File: src/rtl/bcpm_pkg.sv
// Shared types and constants for the brightness/contrast pixel map.
`default_nettype none
package bcpm_pkg;

    localparam int PIX_W   = 8;
    localparam int GAIN_W  = 10;
    localparam int EN_W    = 4;
    localparam int CFG_IDX_W  = 4;
    localparam int CFG_DATA_W = 10;
    localparam int LATENCY = 4;

    // Register indexes on the configuration channel
    localparam logic [CFG_IDX_W-1:0] CFG_BRIGHTNESS     = 4'd0;
    localparam logic [CFG_IDX_W-1:0] CFG_CONTRAST       = 4'd1;
    localparam logic [CFG_IDX_W-1:0] CFG_CHANNEL_ENABLE = 4'd2;
    localparam logic [CFG_IDX_W-1:0] CFG_GRAY_FORMAT    = 4'd3;

    // Channel enable bit positions
    localparam int EN_RED   = 0;
    localparam int EN_GREEN = 1;
    localparam int EN_BLUE  = 2;
    localparam int EN_GRAY  = 3;

    // Unity gain in 1/256 units, offset 0.5 scaled by 2*256*255/2, full scale
    localparam logic signed [10:0] UNITY      = 11'sd256;
    localparam logic signed [20:0] MID_OFFSET = 21'sd65280;
    localparam logic signed [31:0] MAP_DEN    = 32'sd33423360;

    typedef struct packed {
        logic signed [GAIN_W-1:0] brightness;
        logic signed [GAIN_W-1:0] contrast;
        logic [EN_W-1:0]          channel_enable;
        logic                     gray_format;
    } t_cfg;

    // Side-band data that travels beside the channel lanes
    typedef struct packed {
        logic             sel_red;
        logic             sel_green;
        logic             sel_blue;
        logic             zero_gb;
        logic [PIX_W-1:0] red;
        logic [PIX_W-1:0] green;
        logic [PIX_W-1:0] blue;
        logic [PIX_W-1:0] alpha;
    } t_side;

endpackage
`default_nettype wire

File: src/rtl/bcpm_cfg.sv
// Configuration register file for the pixel map.
`default_nettype none
module bcpm_cfg (
    input  wire logic                           i_clk,
    input  wire logic                           i_rst_n,
    input  wire logic                           i_cfg_valid,
    output logic                                o_cfg_ready,
    input  wire logic [bcpm_pkg::CFG_IDX_W-1:0]  i_cfg_index,
    input  wire logic [bcpm_pkg::CFG_DATA_W-1:0] i_cfg_data,
    output bcpm_pkg::t_cfg                      o_cfg
);
    import bcpm_pkg::*;

    t_cfg r_cfg;
    t_cfg n_cfg;

    assign o_cfg_ready = 1'b1;
    assign o_cfg       = r_cfg;

    // Decode the write; unknown indexes leave everything as is
    always_comb begin
        n_cfg = r_cfg;
        if (i_cfg_valid) begin
            case (i_cfg_index)
                CFG_BRIGHTNESS:     n_cfg.brightness     = $signed(i_cfg_data[GAIN_W-1:0]);
                CFG_CONTRAST:       n_cfg.contrast       = $signed(i_cfg_data[GAIN_W-1:0]);
                CFG_CHANNEL_ENABLE: n_cfg.channel_enable = i_cfg_data[EN_W-1:0];
                CFG_GRAY_FORMAT:    n_cfg.gray_format    = i_cfg_data[0];
                default:            n_cfg = r_cfg;
            endcase
        end
    end

    always_ff @(posedge i_clk) begin
        if (!i_rst_n) begin
            r_cfg.brightness     <= '0;
            r_cfg.contrast       <= '0;
            r_cfg.channel_enable <= 4'hF;
            r_cfg.gray_format    <= 1'b0;
        end else begin
            r_cfg <= n_cfg;
        end
    end

endmodule
`default_nettype wire

File: src/rtl/bcpm_lane.sv
// One channel lane: three register stages computing the mapped value.
`default_nettype none
module bcpm_lane (
    input  wire logic                       i_clk,
    input  wire logic [bcpm_pkg::PIX_W-1:0] i_u,
    input  wire bcpm_pkg::t_cfg             i_cfg,
    output logic [bcpm_pkg::PIX_W-1:0]      o_y
);
    import bcpm_pkg::*;

    logic signed [9:0]  w_dev;
    logic signed [10:0] w_slope;
    logic signed [20:0] n_s1;
    logic signed [20:0] r_s1;
    logic signed [10:0] w_gain;
    logic signed [31:0] n_num;
    logic signed [31:0] r_num;
    logic [33:0]        w_scaled;
    logic               n_zero;
    logic               n_sat;
    logic [15:0]        n_q;
    logic               r_zero;
    logic               r_sat;
    logic [15:0]        r_q;
    logic [16:0]        w_sum;

    // Stage 1: contrast slope times (2u - 255), plus the midpoint
    assign w_dev   = $signed({1'b0, i_u, 1'b0}) - 10'sd255;
    assign w_slope = UNITY + {i_cfg.contrast[GAIN_W-1], i_cfg.contrast};
    assign n_s1    = w_slope * w_dev + MID_OFFSET;

    // Stage 2: scale by the brightness gain
    assign w_gain = UNITY + {i_cfg.brightness[GAIN_W-1], i_cfg.brightness};
    assign n_num  = r_s1 * w_gain;

    // Stage 3: clamp flags and 511*N / 2^18; in range N fits in 25 bits
    assign n_zero   = r_num[31] || (r_num == '0);
    assign n_sat    = (r_num >= MAP_DEN);
    assign w_scaled = {r_num[24:0], 9'b0} - {9'b0, r_num[24:0]};
    assign n_q      = w_scaled[33:18];

    // Divide by 255 through the reciprocal identity, exact below 2^16
    assign w_sum = {1'b0, r_q} + {9'b0, r_q[15:8]} + 17'd1;

    always_comb begin
        if (r_zero) begin
            o_y = '0;
        end else if (r_sat) begin
            o_y = '1;
        end else begin
            o_y = w_sum[15:8];
        end
    end

    // Advance the lane every cycle
    always_ff @(posedge i_clk) begin
        r_s1   <= n_s1;
        r_num  <= n_num;
        r_zero <= n_zero;
        r_sat  <= n_sat;
        r_q    <= n_q;
    end

endmodule
`default_nettype wire

File: src/rtl/brightness_contrast_pixel_map.sv
// Top level of the brightness/contrast pixel map.
// Usage:
//   Input: drive the four pixel fields and raise start; a pixel transfers
//   at each rising edge where start is high and busy is low. busy stays
//   low, so a new pixel may enter every clock.
//   Output: o_valid is high for exactly one cycle per pixel, with the four
//   result fields; the receiver must take it in that cycle.
//   Path: the three lane register stages (slope multiply, gain multiply,
//   clamp/scale) and the output register. Throughput: 1 pixel per clock.
//   Configuration: write index/data with i_cfg_valid; o_cfg_ready is
//   always high. Write only while no pixel is in flight.
//   Reset (synchronous, active low) clears the valid bits and restores
//   brightness 0, contrast 0, all channels enabled, RGBA format.
`default_nettype none
module brightness_contrast_pixel_map (
    input  wire logic                           i_clk,
    input  wire logic                           i_rst_n,
    input  wire logic                           start,
    output logic                                busy,
    input  wire logic [bcpm_pkg::PIX_W-1:0]      i_red_in,
    input  wire logic [bcpm_pkg::PIX_W-1:0]      i_green_in,
    input  wire logic [bcpm_pkg::PIX_W-1:0]      i_blue_in,
    input  wire logic [bcpm_pkg::PIX_W-1:0]      i_alpha_in,
    output logic                                o_valid,
    output logic [bcpm_pkg::PIX_W-1:0]           o_red_out,
    output logic [bcpm_pkg::PIX_W-1:0]           o_green_out,
    output logic [bcpm_pkg::PIX_W-1:0]           o_blue_out,
    output logic [bcpm_pkg::PIX_W-1:0]           o_alpha_out,
    input  wire logic                           i_cfg_valid,
    output logic                                o_cfg_ready,
    input  wire logic [bcpm_pkg::CFG_IDX_W-1:0]  i_cfg_index,
    input  wire logic [bcpm_pkg::CFG_DATA_W-1:0] i_cfg_data
);
    import bcpm_pkg::*;

    localparam int SIDE_STAGES = LATENCY - 1;

    t_cfg             w_cfg;
    t_side            w_side_in;
    t_side            r_side [SIDE_STAGES];
    logic [SIDE_STAGES-1:0] r_vld;
    logic [PIX_W-1:0] w_map_red;
    logic [PIX_W-1:0] w_map_green;
    logic [PIX_W-1:0] w_map_blue;
    logic             w_accept;
    t_side            w_last;
    logic             r_valid;
    logic [PIX_W-1:0] r_red;
    logic [PIX_W-1:0] r_green;
    logic [PIX_W-1:0] r_blue;
    logic [PIX_W-1:0] r_alpha;
    logic [PIX_W-1:0] n_red;
    logic [PIX_W-1:0] n_green;
    logic [PIX_W-1:0] n_blue;

    assign busy     = 1'b0;
    assign w_accept = start && !busy;

    bcpm_cfg u_cfg (
        .i_clk       (i_clk),
        .i_rst_n     (i_rst_n),
        .i_cfg_valid (i_cfg_valid),
        .o_cfg_ready (o_cfg_ready),
        .i_cfg_index (i_cfg_index),
        .i_cfg_data  (i_cfg_data),
        .o_cfg       (w_cfg)
    );

    bcpm_lane u_lane_red (
        .i_clk (i_clk),
        .i_u   (i_red_in),
        .i_cfg (w_cfg),
        .o_y   (w_map_red)
    );

    bcpm_lane u_lane_green (
        .i_clk (i_clk),
        .i_u   (i_green_in),
        .i_cfg (w_cfg),
        .o_y   (w_map_green)
    );

    bcpm_lane u_lane_blue (
        .i_clk (i_clk),
        .i_u   (i_blue_in),
        .i_cfg (w_cfg),
        .o_y   (w_map_blue)
    );

    // Decide per channel whether the mapped value or the raw value goes out; gray format zeroes green and blue
    always_comb begin
        w_side_in.red   = i_red_in;
        w_side_in.green = i_green_in;
        w_side_in.blue  = i_blue_in;
        w_side_in.alpha = i_alpha_in;
        if (w_cfg.gray_format) begin
            w_side_in.sel_red   = w_cfg.channel_enable[EN_GRAY];
            w_side_in.sel_green = 1'b0;
            w_side_in.sel_blue  = 1'b0;
            w_side_in.zero_gb   = 1'b1;
        end else begin
            w_side_in.sel_red   = w_cfg.channel_enable[EN_RED];
            w_side_in.sel_green = w_cfg.channel_enable[EN_GREEN];
            w_side_in.sel_blue  = w_cfg.channel_enable[EN_BLUE];
            w_side_in.zero_gb   = 1'b0;
        end
    end

    // Advance the side-band line in step with the lanes
    always_ff @(posedge i_clk) begin
        r_side[0] <= w_side_in;
        for (int i = 1; i < SIDE_STAGES; i++) begin
            r_side[i] <= r_side[i-1];
        end
    end

    always_ff @(posedge i_clk) begin
        if (!i_rst_n) begin
            r_vld   <= '0;
            r_valid <= 1'b0;
        end else begin
            r_vld   <= {r_vld[SIDE_STAGES-2:0], w_accept};
            r_valid <= r_vld[SIDE_STAGES-1];
        end
    end

    // Select the final channel values
    assign w_last = r_side[SIDE_STAGES-1];

    always_comb begin
        n_red   = w_last.sel_red   ? w_map_red   : w_last.red;
        n_green = w_last.sel_green ? w_map_green : w_last.green;
        n_blue  = w_last.sel_blue  ? w_map_blue  : w_last.blue;
        if (w_last.zero_gb) begin
            n_green = '0;
            n_blue  = '0;
        end
    end

    // Hold the result in the output register for its one-cycle strobe
    always_ff @(posedge i_clk) begin
        r_red   <= n_red;
        r_green <= n_green;
        r_blue  <= n_blue;
        r_alpha <= w_last.alpha;
    end

    assign o_valid     = r_valid;
    assign o_red_out   = r_red;
    assign o_green_out = r_green;
    assign o_blue_out  = r_blue;
    assign o_alpha_out = r_alpha;

    // Every result strobe comes from a matching earlier input transfer
    a_valid_from_transfer: assert property (@(posedge i_clk) disable iff (!i_rst_n)
        o_valid |-> $past(start && !busy, LATENCY))
        else $error("result strobe without a matching input transfer");

    // Alpha leaves unchanged, aligned with its pixel
    a_alpha_aligned: assert property (@(posedge i_clk) disable iff (!i_rst_n)
        o_valid |-> (o_alpha_out == $past(i_alpha_in, LATENCY)))
        else $error("alpha misaligned with its pixel");

    // A transfer with reset kept released afterwards yields a strobe
    a_transfer_gives_result: assert property (@(posedge i_clk) disable iff (!i_rst_n)
        (start && !busy) ##1 i_rst_n ##1 i_rst_n ##1 i_rst_n |=> o_valid)
        else $error("input transfer lost in the pipeline");

endmodule
`default_nettype wire
File: config.mk
export PLATFORM = sky130hd
export DESIGN_NAME = brightness_contrast_pixel_map
export DESIGN_NICKNAME = d
export VERILOG_FILES = /design/src/rtl/bcpm_pkg.sv /design/src/rtl/bcpm_cfg.sv /design/src/rtl/bcpm_lane.sv /design/src/rtl/brightness_contrast_pixel_map.sv
export SDC_FILE = /design/constraint.sdc
export NUM_CORES = 2
export LEC_CHECK = 0
export ABC_CLOCK_PERIOD_IN_PS = 6800
export BUFFER_PORTS_ARGS = -buffer_cell sky130_fd_sc_hd__buf_4
export CORE_ASPECT_RATIO = 1.2
export CORE_MARGIN = 2
export CORE_UTILIZATION = 58
export CTS_BUF_LIST = sky130_fd_sc_hd__clkbuf_8
export CTS_CLUSTER_SIZE = 28
export DETAILED_ROUTE_END_ITERATION = 10
export PLACE_DENSITY = 0.76
export SLEW_MARGIN = 10
export SYNTH_ARGS = -nofsm -noshare
export SYNTH_HDL_FRONTEND = slang
export SYNTH_HIERARCHICAL = 1
export SYNTH_SLANG_ARGS = --single-unit
File: constraint.sdc
create_clock -name i_clk -period 6.8 [get_ports i_clk]
set_input_delay 0.68 -clock i_clk [delete_from_list [all_inputs] [get_ports i_clk]]
set_output_delay 0.68 -clock i_clk [all_outputs]
set_load 0.005 [all_outputs]
==> metrics.cfg <==
[run_status]
status = complete, no violations

[critical_path]
worstPathCellList = inv_1, ha_1, nor2b_1, fa_1, fa_1, fa_1, fa_1, inv_1, fa_1, inv_1, ha_1, a2111o_1, o21ai_2, a21oi_2, o31ai_2, o21bai_2, a2111o_1, o2111ai_1
r2r-start = u_cfg/o_cfg[23]$_SDFFE_PN0P_
r2r_slack_ns = 0.47
endpoint_kind = flop
reg2reg_depth = 18
crit_arrival_ns = 6.91
crit_path_start_kind = flop
critPathMaxFanout = 22
critPathCapture = u_lane_red/r_num[26]$_DFF_P_
critPathMaxStageDelay_ns = 0.77
crit_buf_inv = 3
rr_endpoint = u_lane_red/r_num[26]$_DFF_P_
crit_cells = 18
path_class = flop to flop
crit_required_ns = 7.38
cp_top_family = adder cells
crit_slowest_cell = ha_1
cp-startpoint = u_cfg/o_cfg[23]$_SDFFE_PN0P_
crit_path_frequent_cell = fa_1

[sta]
max_freq_mhz = 158
rsz0062_at_grt = no
timing.hold.ws_ns = 0.101
finalSetupViolCount = 0
maxSlewHeadroom_pct = 24.7
timing.final.crit_share_pct = 93.2
setup_ws_ns = 0.465
period_minus_slack_ns = 6.33
hold_viol = 0
tightest_slew_ns = 1.12
clock_skew_ns = 0.0604
report.final.slew_viol_count = 0
final.setup.tns_ns = 0

[power]
peakVddDrop_mv = 0.241
power_mw = 11.3
leakagePower_nw = 26.3
pwr_density_cell_mw_per_mm2 = 213

[synthesis]
synthMuxAreaShare_pct = 1.20
synth_xor_area_share_pct = 3.72
synthesis.nets = 6654
ys_types = 97
yosysWarnings = 6
synth_area_leaders = fa_1, dfxtp_1, ha_1, inv_1, and2_1
synth-simple-area-share_pct = 15.2
ys_ff_latch = 382
synth-seq-area-share_pct = 15.4
synth_area_leader_cell = fa_1
synth.top_cell.area_share_pct = 37.1
synth-compound-area-share_pct = 6.22
synth_area_mm2 = 0.0497
synth-async-reset-ratio_pct = 0
synth_fa_ha_area_share_pct = 48.1
syn_inst = 5245
synth_top_family_by_area = adder cells
synth-edff-count = 0
avgSynthCellArea_um2 = 9.48
synth-main-ff-cell = dfxtp_1

[grt]
grt_pass1_vias = 36900
grt.met1_usage_pct = 31.3
grt_max_degree = 44
grt_pass1_wl_um = 178000
grt_usage_pct = 24.8
antenna_found_initial = 5
grtUsageMet2_pct = 42.9
grt_overflow = 0
grtUsageMet3_pct = 3.78
grt-busiest-layer = met2

[drt]
firstDrtPassIters = 6
drt_iter0_drc = 1864
wirelength_um = 105000
wl_per_cell_um = 16.4
drc_errors = 0
num_vias = 34000
ant_nets = 0
via_per_inst = 5.30

[clock_network]
insertion_delay_ns = 0.71
cts_setup_buffers = 0
numCtsBuffers = 66
root_buffer = clkbuf_8
cts_sinks = 382
htree_levels = 3
cts_resized = 0
cts_tree = done
holdBufCountCts = 0
path_clk_slew_ns = 0.07
clockBufferDepth = 3

[placement]
io_buffers = 82
postPlaceCellArea_mm2 = 0.0514
dp_hpwl_um = 84400
gp_congestion = 0.885
dp_slack_ns = 0.519

[hold_path]
min_path_type = input port to flop

[final_layout]
fin_nets = 6645
drive_gt1_share_pct = 6.43
area_delta_synth_final_pct = 6.40
final_area_mm2 = 0.0529
fillers = 7006

[run]
cap_viol_max_count = 0

[floorplanning]
dieArea_mm2 = 0.0881
core-area_mm2 = 0.0849
io_pins = 85
initial_core_util_pct = 58.6
die_w_um = 271
num_rows = 117
die_h_um = 325

[layer usage]
layer	wire length [um]	vias up	part of all wire (%)
met5	27	-	0.026
met4	3560	4	3.4
met3	5900	214	5.6
met2	52800	896	50
met1	42900	17100	41
li1	-	15800	-
[state kept, by name (all words and copies together) (netlist names), 16 cells and up]
name,cells
r_side,108
u_lane_blue/r_num,32
u_lane_green/r_num,32
u_lane_red/r_num,32
u_cfg/o_cfg,25
u_lane_blue/r_s1,21
u_lane_green/r_s1,21
u_lane_red/r_s1,21
u_lane_blue/r_q,16
u_lane_green/r_q,16
u_lane_red/r_q,16
[logic make-up after synthesis]
logic type / Yosys count
buffers and inverters: 1340
flip-flops: 382
adder cells (fa/ha/maj): 1359
AND/OR/NAND/NOR: 1468
XOR/XNOR: 211
multiplexers: 55
other: 2
AO/OA/AOI/OAI: 428
[cells in the mapped netlist (7+ instances only)]
| cell | count |
|---|---|
| or3_1 | 7 |
| nand3_1 | 42 |
| a31o_2 | 7 |
| a21oi_1 | 126 |
| o2111ai_1 | 10 |
| or2_2 | 33 |
| clkbuf_1 | 174 |
| dfxtp_1 | 382 |
| mux2_4 | 8 |
| a21o_1 | 44 |
| xor2_1 | 38 |
| and3_1 | 16 |
| o31ai_1 | 8 |
| ha_1 | 438 |
| o21ai_1 | 16 |
| nor4_1 | 22 |
| a211o_1 | 8 |
| o211ai_1 | 7 |
| inv_1 | 1146 |
| nand4_1 | 23 |
| nor3_1 | 48 |
| fa_1 | 921 |
| nor2b_1 | 167 |
| nand2b_1 | 76 |
| a31oi_1 | 11 |
| o21ai_0 | 44 |
| nand2_1 | 485 |
| mux2i_1 | 43 |
| and2_1 | 373 |
| o21a_1 | 27 |
| a211oi_1 | 23 |
| o21bai_1 | 19 |
| nor2_1 | 152 |
| xnor2_1 | 173 |
[worst min-delay path by stage]
stage	from	end	slack, ns	cells after the start
6_report	i_alpha_in[2]	r_side[0][2]$_DFF_P_	0.10	1
3_5_place_dp	r_side[0][27]$_DFF_P_	r_side[0][63]$_DFF_P_	0.31	0
4_1_cts	i_alpha_in[3]	r_side[0][3]$_DFF_P_	0.04	1
2_1_floorplan	r_side[0][72]$_DFF_P_	o_alpha_out[0]$_DFF_P_	0.31	0
3_3_place_gp	r_side[0][71]$_DFF_P_	r_side[0][107]$_DFF_P_	0.31	0
5_1_grt	i_alpha_in[2]	r_side[0][2]$_DFF_P_	0.05	1
[report_power, final]
part | internal, mW | switching, mW
registers | 2.83 | 0.757
logic | 2.35 | 2.86
clock network | 1.43 | 1.04
total | 6.61 | 4.65
[final cells by class]
| type | instances | area (um2) | area share, % |
|---|---|---|---|
| multi-input cells | 3523 | 37000 | 69.9 |
| flip-flops and latches | 382 | 7660 | 14.5 |
| inverters | 1146 | 4300 | 8.13 |
| well taps | 1130 | 1410 | 2.67 |
| clock buffers | 79 | 1090 | 2.05 |
| repair buffers | 117 | 966 | 1.83 |
| clock inverters | 40 | 475 | 0.898 |
| diodes | 4 | 10.0 | 0.0189 |
[placed cells by master (no fill, tap or decap), drive strengths merged, types with 52 or more instances in the layout]
cell    instances
a21oi         130
and2          374
buf           117
clkbuf         79
dfxtp         382
fa            921
ha            438
inv          1163
nand2         486
nand2b         76
nor2          152
nor2b         167
nor3           52
o21ai          65
xnor2         173
[metrics by stage]
step                      utilization, %  std cells
after floorplan                        -       5245
after global placement              60.5       6298
after detailed placement            60.5       6298
after CTS                           62.3       6417
after global routing                62.3       6418
final                               62.3       6421
Note: power is estimated with default switching activity, not from simulation.
